File: config.mk
export PLATFORM = sky130hd
export DESIGN_NAME = ordered_list_engine
export DESIGN_NICKNAME = d
export VERILOG_FILES = /design/src/hw/rtl/olist_pkg.sv /design/src/hw/rtl/olist_node_mem.sv /design/src/hw/rtl/ordered_list_engine.sv
export SDC_FILE = /design/constraint.sdc
export NUM_CORES = 1
export LEC_CHECK = 0
export BUFFER_PORTS_ARGS = -buffer_cell sky130_fd_sc_hd__buf_2
export CAP_MARGIN = 20
export CELL_PAD_IN_SITES_DETAIL_PLACEMENT = 0
export CELL_PAD_IN_SITES_GLOBAL_PLACEMENT = 1
export CORE_UTILIZATION = 31
export CTS_BUF_LIST = sky130_fd_sc_hd__clkbuf_16
export CTS_CLUSTER_SIZE = 14
export DETAILED_ROUTE_END_ITERATION = 12
export MAX_ROUTING_LAYER = met4
export PLACE_DENSITY_LB_ADDON = 0.15
export SETUP_SLACK_MARGIN = 0.2
export SLEW_MARGIN = 15
export SYNTH_ARGS = -nofsm -noshare
export SYNTH_HDL_FRONTEND = slang
export SYNTH_SLANG_ARGS = --single-unit
File: constraint.sdc
create_clock -name clk_i -period 4.7 [get_ports clk_i]
set_clock_uncertainty 0.2 [all_clocks]
set_input_delay 0.94 -clock clk_i [delete_from_list [all_inputs] [get_ports clk_i]]
set_output_delay 0.94 -clock clk_i [all_outputs]
set_load 0.05 [all_outputs]
File: src/hw/rtl/olist_pkg.sv
package olist_pkg;

  localparam int unsigned ValueW = 32;

  typedef enum logic [1:0] {
    REQ_APPEND = 2'd0,
    REQ_INSERT = 2'd1,
    REQ_DELETE = 2'd2,
    REQ_READ   = 2'd3
  } req_e;

  typedef enum logic [1:0] {
    ST_OK        = 2'd0,
    ST_NOT_FOUND = 2'd1,
    ST_FULL      = 2'd2,
    ST_EMPTY     = 2'd3
  } status_e;

  typedef enum logic [8:0] {
    S_IDLE   = 9'b000000001,
    S_SEARCH = 9'b000000010,
    S_WALK   = 9'b000000100,
    S_APP    = 9'b000001000,
    S_INS1   = 9'b000010000,
    S_INS2   = 9'b000100000,
    S_DEL1   = 9'b001000000,
    S_DEL2   = 9'b010000000,
    S_EMIT   = 9'b100000000
  } state_e;

  // per-field write enables of the node memory
  typedef struct packed {
    logic value;
    logic next;
    logic prev;
  } wr_en_t;

endpackage

File: src/hw/rtl/olist_node_mem.sv
module olist_node_mem #(
  parameter int unsigned Depth = 16,
  parameter int unsigned AddrW = 4,
  parameter int unsigned IdxW  = 5
) (
  input  logic                        clk_i,
  input  olist_pkg::wr_en_t           we_i,
  input  logic [AddrW-1:0]            waddr_i,
  input  logic [olist_pkg::ValueW-1:0] wvalue_i,
  input  logic [IdxW-1:0]             wnext_i,
  input  logic [IdxW-1:0]             wprev_i,
  input  logic                        re_i,
  input  logic [AddrW-1:0]            raddr_i,
  output logic [olist_pkg::ValueW-1:0] rvalue_o,
  output logic [IdxW-1:0]             rnext_o,
  output logic [IdxW-1:0]             rprev_o
);

  logic [olist_pkg::ValueW-1:0] value_mem [Depth];
  logic [IdxW-1:0]              next_mem  [Depth];
  logic [IdxW-1:0]              prev_mem  [Depth];

  always_ff @(posedge clk_i) begin
    if (we_i.value) begin
      value_mem[waddr_i] <= wvalue_i;
    end
    if (we_i.next) begin
      next_mem[waddr_i] <= wnext_i;
    end
    if (we_i.prev) begin
      prev_mem[waddr_i] <= wprev_i;
    end
  end

  always_ff @(posedge clk_i) begin
    if (re_i) begin
      rvalue_o <= value_mem[raddr_i];
      rnext_o  <= next_mem[raddr_i];
      rprev_o  <= prev_mem[raddr_i];
    end
  end

endmodule

File: src/hw/rtl/ordered_list_engine.sv
// Ordered list engine: a doubly linked list of up to CAPACITY signed 32-bit words held in
// one node memory (value, next and prev link per node) with head, tail and a free map in
// registers. One request is taken at a time; a new request is accepted as soon as the
// previous one has put its last result into the output register. Append writes a free
// node on acceptance, links it behind the tail in S_APP and gives its result in S_EMIT.
// Insert-after and delete walk the list through the single read port of the node memory,
// one node per cycle from the head, then update the links in S_INS1 and S_INS2 or in
// S_DEL1 and S_DEL2 and give the result in S_EMIT; a missing key ends the walk after at
// most CAPACITY nodes. Readout delivers one word per cycle, head to tail, once the walk
// has started; a held output register stalls the walk.
// status is ok, not found, store full (no free node) or empty (readout of an empty list).
// No clearing pass is needed after reset.
module ordered_list_engine #(
  parameter int unsigned CAPACITY = 16
) (
  input  logic        clk_i,
  input  logic        rst_ni,
  input  logic        s_axis_tvalid,
  output logic        s_axis_tready,
  input  logic [63:0] s_axis_tdata,   // match_key [31:0], new_value [63:32]
  input  logic [1:0]  s_axis_tuser,   // req_type [1:0]
  output logic        m_axis_tvalid,
  input  logic        m_axis_tready,
  output logic [31:0] m_axis_tdata,   // item_value [31:0]
  output logic [1:0]  m_axis_tuser,   // status [1:0]
  output logic        m_axis_tlast    // last_item
);

  localparam int unsigned AW = $clog2(CAPACITY);
  localparam int unsigned IW = $clog2(CAPACITY + 1);
  localparam logic [IW-1:0] NoneIdx = IW'(CAPACITY);
  localparam logic [AW-1:0] LastStep = AW'(CAPACITY - 1);
  localparam logic [CAPACITY-1:0] AllFree = {CAPACITY{1'b1}};

  olist_pkg::state_e state_q, state_d;
  olist_pkg::req_e   req_q, req_d;
  olist_pkg::status_e res_q, res_d;
  logic [31:0]         key_q, key_d, val_q, val_d;
  logic [IW-1:0]       head_q, head_d, tail_q, tail_d;
  logic [IW-1:0]       ptr_q, ptr_d, new_q, new_d;
  logic [IW-1:0]       t_q, t_d, x_q, x_d, p_q, p_d;
  logic [AW-1:0]       step_q, step_d;
  logic [CAPACITY-1:0] free_q, free_d;

  logic                out_valid_q, out_valid_d, out_last_q, out_last_d;
  logic [1:0]          out_status_q, out_status_d;
  logic [31:0]         out_value_q, out_value_d;
  logic                out_free;

  olist_pkg::wr_en_t   we;
  logic [AW-1:0]       waddr, raddr;
  logic [31:0]         wvalue;
  logic [IW-1:0]       wnext, wprev;
  logic                ren;
  logic [31:0]         rvalue;
  logic [IW-1:0]       rnext, rprev;

  logic                has_free;
  logic [IW-1:0]       first_free;
  logic                accept;
  olist_pkg::req_e     in_req;

  olist_node_mem #(
    .Depth(CAPACITY),
    .AddrW(AW),
    .IdxW (IW)
  ) u_node_mem (
    .clk_i   (clk_i),
    .we_i    (we),
    .waddr_i (waddr),
    .wvalue_i(wvalue),
    .wnext_i (wnext),
    .wprev_i (wprev),
    .re_i    (ren),
    .raddr_i (raddr),
    .rvalue_o(rvalue),
    .rnext_o (rnext),
    .rprev_o (rprev)
  );

  // lowest free node
  always_comb begin
    first_free = NoneIdx;
    for (int i = CAPACITY - 1; i >= 0; i--) begin
      if (free_q[i]) begin
        first_free = IW'(i);
      end
    end
  end
  assign has_free = |free_q;

  assign s_axis_tready = (state_q == olist_pkg::S_IDLE);
  assign accept        = s_axis_tvalid && s_axis_tready;
  assign in_req        = olist_pkg::req_e'(s_axis_tuser);
  assign out_free      = !out_valid_q || m_axis_tready;

  always_comb begin
    state_d = state_q;
    req_d   = req_q;
    res_d   = res_q;
    key_d   = key_q;
    val_d   = val_q;
    head_d  = head_q;
    tail_d  = tail_q;
    ptr_d   = ptr_q;
    new_d   = new_q;
    t_d     = t_q;
    x_d     = x_q;
    p_d     = p_q;
    step_d  = step_q;
    free_d  = free_q;

    we     = '0;
    waddr  = new_q[AW-1:0];
    wvalue = val_q;
    wnext  = NoneIdx;
    wprev  = NoneIdx;
    ren    = 1'b0;
    raddr  = head_q[AW-1:0];

    out_valid_d  = out_valid_q && !m_axis_tready;
    out_status_d = out_status_q;
    out_value_d  = out_value_q;
    out_last_d   = out_last_q;

    unique case (state_q)
      olist_pkg::S_IDLE: begin
        if (accept) begin
          req_d  = in_req;
          key_d  = s_axis_tdata[31:0];
          val_d  = s_axis_tdata[63:32];
          step_d = '0;
          ptr_d  = head_q;
          unique case (in_req) inside
            olist_pkg::REQ_APPEND: begin
              if (!has_free) begin
                res_d   = olist_pkg::ST_FULL;
                state_d = olist_pkg::S_EMIT;
              end else begin
                we     = '{value: 1'b1, next: 1'b1, prev: 1'b1};
                waddr  = first_free[AW-1:0];
                wvalue = s_axis_tdata[63:32];
                wnext  = NoneIdx;
                wprev  = tail_q;
                free_d[first_free[AW-1:0]] = 1'b0;
                new_d   = first_free;
                state_d = olist_pkg::S_APP;
              end
            end
            olist_pkg::REQ_INSERT, olist_pkg::REQ_DELETE: begin
              if (head_q == NoneIdx) begin
                res_d   = olist_pkg::ST_NOT_FOUND;
                state_d = olist_pkg::S_EMIT;
              end else begin
                ren     = 1'b1;
                state_d = olist_pkg::S_SEARCH;
              end
            end
            default: begin
              if (head_q == NoneIdx) begin
                res_d   = olist_pkg::ST_EMPTY;
                state_d = olist_pkg::S_EMIT;
              end else begin
                ren     = 1'b1;
                state_d = olist_pkg::S_WALK;
              end
            end
          endcase
        end
      end

      olist_pkg::S_SEARCH: begin
        if (rvalue == key_q) begin
          t_d = ptr_q;
          x_d = rnext;
          p_d = rprev;
          if (req_q == olist_pkg::REQ_DELETE) begin
            state_d = olist_pkg::S_DEL1;
          end else if (!has_free) begin
            res_d   = olist_pkg::ST_FULL;
            state_d = olist_pkg::S_EMIT;
          end else begin
            we     = '{value: 1'b1, next: 1'b1, prev: 1'b1};
            waddr  = first_free[AW-1:0];
            wvalue = val_q;
            wnext  = rnext;
            wprev  = ptr_q;
            free_d[first_free[AW-1:0]] = 1'b0;
            new_d   = first_free;
            state_d = olist_pkg::S_INS1;
          end
        end else if (rnext == NoneIdx || step_q == LastStep) begin
          res_d   = olist_pkg::ST_NOT_FOUND;
          state_d = olist_pkg::S_EMIT;
        end else begin
          ren    = 1'b1;
          raddr  = rnext[AW-1:0];
          ptr_d  = rnext;
          step_d = step_q + 1'b1;
        end
      end

      olist_pkg::S_WALK: begin
        if (out_free) begin
          out_valid_d  = 1'b1;
          out_status_d = olist_pkg::ST_OK;
          out_value_d  = rvalue;
          out_last_d   = (rnext == NoneIdx) || (step_q == LastStep);
          if ((rnext == NoneIdx) || (step_q == LastStep)) begin
            state_d = olist_pkg::S_IDLE;
          end else begin
            ren    = 1'b1;
            raddr  = rnext[AW-1:0];
            step_d = step_q + 1'b1;
          end
        end
      end

      olist_pkg::S_APP: begin
        if (tail_q != NoneIdx) begin
          we.next = 1'b1;
          waddr   = tail_q[AW-1:0];
          wnext   = new_q;
        end else begin
          head_d = new_q;
        end
        tail_d  = new_q;
        res_d   = olist_pkg::ST_OK;
        state_d = olist_pkg::S_EMIT;
      end

      olist_pkg::S_INS1: begin
        we.next = 1'b1;
        waddr   = t_q[AW-1:0];
        wnext   = new_q;
        state_d = olist_pkg::S_INS2;
      end

      olist_pkg::S_INS2: begin
        if (x_q != NoneIdx) begin
          we.prev = 1'b1;
          waddr   = x_q[AW-1:0];
          wprev   = new_q;
        end else begin
          tail_d = new_q;
        end
        res_d   = olist_pkg::ST_OK;
        state_d = olist_pkg::S_EMIT;
      end

      olist_pkg::S_DEL1: begin
        if (p_q != NoneIdx) begin
          we.next = 1'b1;
          waddr   = p_q[AW-1:0];
          wnext   = x_q;
        end else begin
          head_d = x_q;
        end
        free_d[t_q[AW-1:0]] = 1'b1;
        state_d = olist_pkg::S_DEL2;
      end

      olist_pkg::S_DEL2: begin
        if (x_q != NoneIdx) begin
          we.prev = 1'b1;
          waddr   = x_q[AW-1:0];
          wprev   = p_q;
        end else begin
          tail_d = p_q;
        end
        res_d   = olist_pkg::ST_OK;
        state_d = olist_pkg::S_EMIT;
      end

      olist_pkg::S_EMIT: begin
        if (out_free) begin
          out_valid_d  = 1'b1;
          out_status_d = res_q;
          out_value_d  = '0;
          out_last_d   = 1'b1;
          state_d      = olist_pkg::S_IDLE;
        end
      end

      default: begin
        state_d = olist_pkg::S_IDLE;
      end
    endcase
  end

  always_ff @(posedge clk_i or negedge rst_ni) begin
    if (!rst_ni) begin
      state_q     <= olist_pkg::S_IDLE;
      head_q      <= NoneIdx;
      tail_q      <= NoneIdx;
      free_q      <= AllFree;
      out_valid_q <= 1'b0;
    end else begin
      state_q     <= state_d;
      head_q      <= head_d;
      tail_q      <= tail_d;
      free_q      <= free_d;
      out_valid_q <= out_valid_d;
    end
  end

  always_ff @(posedge clk_i) begin
    req_q        <= req_d;
    res_q        <= res_d;
    key_q        <= key_d;
    val_q        <= val_d;
    ptr_q        <= ptr_d;
    new_q        <= new_d;
    t_q          <= t_d;
    x_q          <= x_d;
    p_q          <= p_d;
    step_q       <= step_d;
    out_status_q <= out_status_d;
    out_value_q  <= out_value_d;
    out_last_q   <= out_last_d;
  end

  assign m_axis_tvalid = out_valid_q;
  assign m_axis_tdata  = out_value_q;
  assign m_axis_tuser  = out_status_q;
  assign m_axis_tlast  = out_last_q;

endmodule

After elaboration in Yosys (flattened, before gate mapping)
Memory sizes are Yosys's and may differ from the RTL's. A register that Yosys moved wholly into a read port is not among the register bits.
Index checks and enable logic that the tools add are counted.
{"block": "word_totals", "ff_bits": 167, "ramBits": 672, "output_inout_bits": 37, "mem_count": 3}
{"memory": "u_node_mem.value_mem", "depth": 16, "word_bits": 32, "rd": 1, "rd_ports_with_merged_regs": 1, "write_ports": 1, "line_no": "olist_node_mem.sv:19", "text": "logic [olist_pkg::ValueW-1:0] value_mem [Depth];"}
{"memory": "u_node_mem.next_mem", "depth": 16, "word_bits": 5, "rd": 1, "rd_ports_with_merged_regs": 1, "write_ports": 1, "line_no": "olist_node_mem.sv:20", "text": "logic [IdxW-1:0] next_mem [Depth];"}
{"memory": "u_node_mem.prev_mem", "depth": 16, "word_bits": 5, "rd": 1, "rd_ports_with_merged_regs": 1, "write_ports": 1, "line_no": "olist_node_mem.sv:21", "text": "logic [IdxW-1:0] prev_mem [Depth];"}
{"block": "classes", "n_addsub": 1, "magnitude_cmp": 4, "eq_ne": 36, "muxes": 136, "bitwise_logic": 3, "reduce_logical": 32}
{"operator": "two-way mux 5 bit", "n": 41}
{"operator": "two-way mux 32 bit", "n": 6}
{"operator": "two-way mux 9 bit", "n": 11}
{"operator": "two-way mux 16 bit", "n": 5}
{"operator": "one-hot mux 32 bit (2 select lines)", "n": 1}
{"operator": "one-hot mux 9 bit (7 select lines)", "n": 1}
{"operator": "two-way mux 4 bit", "n": 15}
{"operator": "one-hot mux 16 bit (3 select lines)", "n": 1}
{"operator": "one-hot mux 5 bit (4 select lines)", "n": 2}
{"operator": "equality test 32 bit", "n": 1}
{"operator": "one-hot mux 5 bit (2 select lines)", "n": 3}
{"operator": "one-hot mux 4 bit (6 select lines)", "n": 1}
{"operator": "!= test 2 bit, second input constant", "n": 11}
{"operator": "two-way mux 1 bit", "n": 21}
{"operator": "two-way mux 2 bit", "n": 9}
{"operator": "one-hot mux 9 bit (2 select lines)", "n": 1}
{"operator": "AND 16 bit", "n": 1}
{"operator": "inverter 16 bit", "n": 1}
{"operator": "bitwise OR 16 bit", "n": 1}
{"operator": "OR reduction 16 bit", "n": 1}
{"operator": "two-way mux 3 bit", "n": 5}
{"operator": "!= test 5 bit, second input constant", "n": 3}
{"operator": "one-hot mux 5 bit (3 select lines)", "n": 1}
{"operator": "AND reduction 5 bit", "n": 3}
{"operator": "other kinds (39)", "n": 66}

Depth between registers and ports, before layout
{"block": "logic_depth", "depth_word": 26, "mapped_depth": 14, "mapped_depth_nobuf": 12}

Modules after synthesis
A second synthesis with hierarchy kept.
{"block": "hier_totals", "hier_cells": 1780, "hier_area_um2": 34702.0}
{"mod": "olist_node_mem", "instances": 1, "cells_per_inst": 1140, "area_per_inst_um2": 26651.8, "seq_area_each_um2": 21440.6}
{"mod": "ordered_list_engine", "instances": 1, "cells_per_inst": 640, "area_per_inst_um2": 8050.2, "seq_area_each_um2": 4858.4}

Least setup slack after synthesis
No wires, ideal clock.
{"block": "synth_path", "kind": "register to register", "startpoint": "reg state_q[7]", "endpoint": "mem u_node_mem.value_mem[8][0] (netlist name) (enable)", "arrival_ps": 4622, "t_required_ps": 4039, "path_slack_ps": -583, "stages_incl_launch_ff": 11, "path_cell_list": "dfrtp_1 -> buf_2 -> nor3_2 -> nand4b_1 -> inv_1 -> o21ai_0 -> a31oi_1 -> a211o_1 -> a211oi_2 -> nand2b_1 -> nor3_1"}
{"block": "synth_between", "elab_chain_len": 6, "word_cells_on_any_way": 15, "classes_between": "7 x eq/ne; 6 x mux; 2 x reduce/logical"}
{"element": "start: declaration", "line_no": "ordered_list_engine.sv:35", "text": "olist_pkg::state_e state_q, state_d;"}
{"element": "start signal: assignment", "line_no": "ordered_list_engine.sv:293", "text": "state_q <= olist_pkg::S_IDLE;"}
{"element": "start signal: assignment", "line_no": "ordered_list_engine.sv:299", "text": "state_q <= state_d;"}
{"element": "equality test 9 x 1 -> 1 bit (*)", "line_no": "ordered_list_engine.sv:92", "text": "assign s_axis_tready = (state_q == olist_pkg::S_IDLE);"}
{"element": "named net s_axis_tready", "line_no": "ordered_list_engine.sv:19", "text": "output logic s_axis_tready,"}
{"element": "logical AND 1 bit", "line_no": "ordered_list_engine.sv:93", "text": "assign accept = s_axis_tvalid && s_axis_tready;"}
{"element": "two-way mux 3 bit", "line_no": "ordered_list_engine.sv:128", "text": "if (accept) begin"}
{"element": "one-hot mux 1 bit (2 select lines)", "line_no": "ordered_list_engine.sv:126", "text": "unique case (state_q)"}
{"element": "two-way mux 1 bit", "line_no": "olist_node_mem.sv:24", "text": "if (we_i.value) begin"}
{"element": "two-way mux 1 bit (implied by the code)", "line_no": "olist_node_mem.sv:25", "text": "value_mem[waddr_i] <= wvalue_i;"}
{"element": "end: declaration", "line_no": "olist_node_mem.sv:19"}
Mark *: on every way through the listed nets, which the timed path passes. The rest lies on a longest branch.

Worst setup path in the final report
{"block": "layout_path", "startpoint": "reg u_node_mem.rvalue_o[9] (netlist name), read port of u_node_mem.value_mem", "endpoint": "reg u_node_mem.rvalue_o[14] (netlist name), read port of u_node_mem.value_mem, data pin"}
{"block": "layout_between", "elab_chain_len": 3, "word_cells_on_any_way": 5, "classes_between": "1 x eq/ne; 4 x mux"}
{"element": "start: declaration", "line_no": "olist_node_mem.sv:14", "text": "output logic [olist_pkg::ValueW-1:0] rvalue_o,"}
{"element": "equality test 32 bit (*)", "line_no": "ordered_list_engine.sv:173", "text": "if (rvalue == key_q) begin"}
{"element": "two-way mux 1 bit / two-way mux 4 bit (equally long branches)", "line_no": "ordered_list_engine.sv:173"}
{"element": "one-hot mux 1 bit (3 select lines) / one-hot mux 4 bit (2 select lines) (equally long branches)", "line_no": "ordered_list_engine.sv:126"}
Mark *: on every way between the ends. The rest lies on a longest branch, timed or not.
A chain may end at the register's enable or synchronous reset.

==> summary.md <==
| Metric | Value |
|---|---|
| Outcome | finished, final reports clean |
| Via count | 19.54k |
| Cell internal pwr | 16.99 mW |
| Dpl cell area | 38,430 um2 |
| Layout area overhead | 19.35% |
| Register area share after synthesis | 75.33% |
| #FFs+latches synth | 881 |
| Worst-Margin Slew | 1044 ps |
| Leak Pwr | 16.17 nW |
| Die Span X | 337.6 um |
| Layout cells sized above 1 | 18.04% |
| Setup WS post-layout | 341.1 ps |
| Clock-pin slew on the worst setup and hold paths | 60 ps |
| Dpl ws | 37.71 ps |
| Most frequent cell after synthesis | edfxtp_1 |
| Max Cap Violations | 0 |
| FFs w/ async S/R, synth | 4.086% |
| Clk network pwr share | 29.7% |
| Final Hold Viols | 0 |
| Switching power | 8.292 mW |
| CP peak stage delay | 630 ps |
| Seq pwr share | 42.3% |
| Worst skew pair latency | 690 ps |
| CP Capture Type | flop |
| M3 GR Usage | 3.046% |
| Final instance count without filler cells | 3,938 |
| Starting Density | 31.41% |
| Post-synth EDFFs | 845 |
| Fin crit share | 92.74% |
| Dpl cells | 3,751 |
| Core area | 111,100 um2 |
| TritonCTS clock tree | done |
| WL final | 97,620 um |
| Cell variety after synth | 68 |
| Critical-path maximum fanout | 24 |
| GR met2 Demand/Resource | 27.05% |
| Total GRT Usage | 17.64% |
| FMAX | 229.4 MHz |
| Worst path slowest cell | or4_4 |
| Global route hottest layer | met2 |
| Syn Inst Count | 2,129 |
| Slew headroom | 29.92% |
| Hold WS | 214.1 ps |
| Final GP Congestion | 0.8569 |
| Port Buffers | 106 |
| Avg Cell Area, Syn | 16.40 um2 |
| Wirelength per Cell | 24.79 um |
| Top FF cell, synth | edfxtp_1 |
| Power Density | 606.8 nW/um2 |
| RSZ-0062 raised after global routing | true |
| Arrival time worst endpoint | 4550 ps |
| Syn Std Cell Area | 34,910 um2 |
| Number of buffers created by CTS | 99 |
| Vias in the first global route | 19.71k |
| Synth top area cells | edfxtp_1 (73%), mux2i_1 (9.9%), o22ai_1 (3.1%) |
| CTS root buf | clkbuf_16 |
| Slew Viols, Final | 0 |
| Buf/Inv on CP | 4 |
| Die H | 337.6 um |
| Largest net degree at the start of global routing | 48 |
| Clk buf depth | 3 |
| Final instance area | 41,660 um2 |
| DRC Markers | 0 |
| Die ar. | 114,000 um2 |
| Initial antenna violation count | 1 |
| Syn Nets | 2,202 |
| First-pass GRT wire length | 139,800 um |
| Diodes inserted | 0 |
| Ys Warns | 0 |
| Drt pass-1 iters | 6 |
| Via density | 4.962 |
| Yosys top cell area share | 72.69% |
| Maximum VDD drop | 399.3 uV |
| Overall power | 25.28 mW |
| Logic pwr share | 28.1% |
| Worst EP required | 4890 ps |
| Setup_tns | 0 ps |
| Cell family with most CP delay | simple AND/OR/NAND/NOR gates |
| Final Setup Violations | 0 |
| Hold WC Path Type | primary input to asynchronous set/reset pin |
| CP Launch Type | flop |
| Number of antenna-violating nets in the routed design | 0 |
| Post-DP HPWL | 60,260 um |
| Top cells by count, synth | edfxtp_1 (845), mux2i_1 (347), o22ai_1 (172) |
| Crit Path Class | flop to flop |
| Cell taking the most area after synthesis | edfxtp_1 |
| M1 GR Usage | 24.05% |
| Worst path cell trace | xor2_1 -> nor4_2 -> buf_4 -> nand4_1 -> o21a_1 -> o21ai_4 -> mux2i_4 -> buf_12 -> buf_12 -> buf_4 -> mux2i_1 -> o22ai_1 -> or4_4 |
| Switch share | 32.80% |
| Gr ovfl total | 0 |
| Clk sink count | 881 |
| Cell Rows | 122 |
| Core Util, Final | 37.49% |
| Nets | 2,439 |
| Period minus WS final | 4359 ps |
| Iter 0 DRT Violations | 1,457 |
| I/O Pins | 107 |
| H-tree levels | 3 |
-- layout by cell type (no fill, tap or decap), types with 15 or more instances in the layout --
cell         n
o21ai_0     33
a21oi_1     45
nor2b_1     42
edfxtp_1   845
or4_1       41
xor2_1      36
dfrtp_1     17
o22ai_1    172
buf_4       84
buf_2      106
mux2i_1    346
dfstp_2     19
clkinv_1    30
nand2_1    154
inv_1       40
nor2_1      74
nor2_4      15
nand3_1     15
clkbuf_16   99
buf_12      39
clkinv_2    20
-- logic make-up after synthesis --
group,Yosys count,share of synthesized area [%]
muxes,349,10.02
xor gates and xnor gates,37,0.9283
AOI/OAI and AO/OA,313,5.738
DFF,881,75.33
adders and majority gates,3,0.1075
buffers and inverters,119,1.545
and+or+nand+nor,427,6.322
-- sequential cells by signal (all words and copies together), names as in the netlist, 4 cells and up --
name / cells
ptr_q: 5
u_node_mem.rvalue_o: 32
u_node_mem.value_mem: 512
step_q: 4
new_q: 5
state_q: 9
x_q: 5
u_node_mem.rprev_o: 5
u_node_mem.rnext_o: 5
val_q: 32
tail_q: 5
u_node_mem.next_mem: 80
p_q: 5
u_node_mem.prev_mem: 80
free_q: 16
m_axis_tdata: 32
t_q: 4
head_q: 5
key_q: 32
-- worst reg2reg max path: cells and delay by family (launching register included) --
kind / cells / cell delay [ps]
simple gates: 3 / 1200
buf+inv: 4 / 830
compound gates: 3 / 610
mux: 2 / 550
flops: 1 / 480
xor+xnor: 1 / 190
-- path summary, 6_finish.rpt --
path / start / to / slack (ps) / cells past startpoint
min in group clk_i: s_axis_tdata[13] / key_q[13] / 240 / 1
max in group asynchronous: rst_ni / m_axis_tvalid / 3520 / 1
min: rst_ni / tail_q[0] / 210 / 1
max: u_node_mem.rvalue_o[9] / u_node_mem.rvalue_o[14] / 340 / 13
min reg2reg: head_q[4] / head_q[4] / 300 / 2
max reg2reg: u_node_mem.rvalue_o[9] / u_node_mem.rvalue_o[14] / 340 / 13
-- power by group through the flow --
stage               clock (mW)  sequential (mW)  combinational, mW
global route              8.01             10.7               7.65
floorplan                    0             10.8               3.96
CTS                       7.72             10.7               7.17
detailed placement           0             10.8               7.09
finish                    7.50             10.7               7.10
global placement             0             10.8               7.02
-- repair_timing --
item                       CTS  global route
setup endpoints to repair   48            93
buffers inserted             1             0
cloned                       1             0
gates resized for setup      2             6
hold buffers                 0             0
-- layout make-up --
| cell class | count | area (um2) |
|---|---|---|
| Timing Repair Buffer | 231 | 2002 |
| Fill cell | 10501 | 69460 |
| Clock inverter | 86 | 686.9 |
| Multi-Input combinational cell | 1129 | 8247 |
| Clock buffer | 99 | 2477 |
| Tap cell | 1488 | 1862 |
| Inverter | 24 | 90.09 |
| Sequential cell | 881 | 26300 |
-- metal layers --
metal / vias to the layer above / wire length (um)
met1: 9990 / 45920
met4: 0 / 2431
met2: 522 / 44430
met5: - / 0
li1: 8871 / -
met3: 159 / 4829
Note: power is estimated with default switching activity, not from simulation.
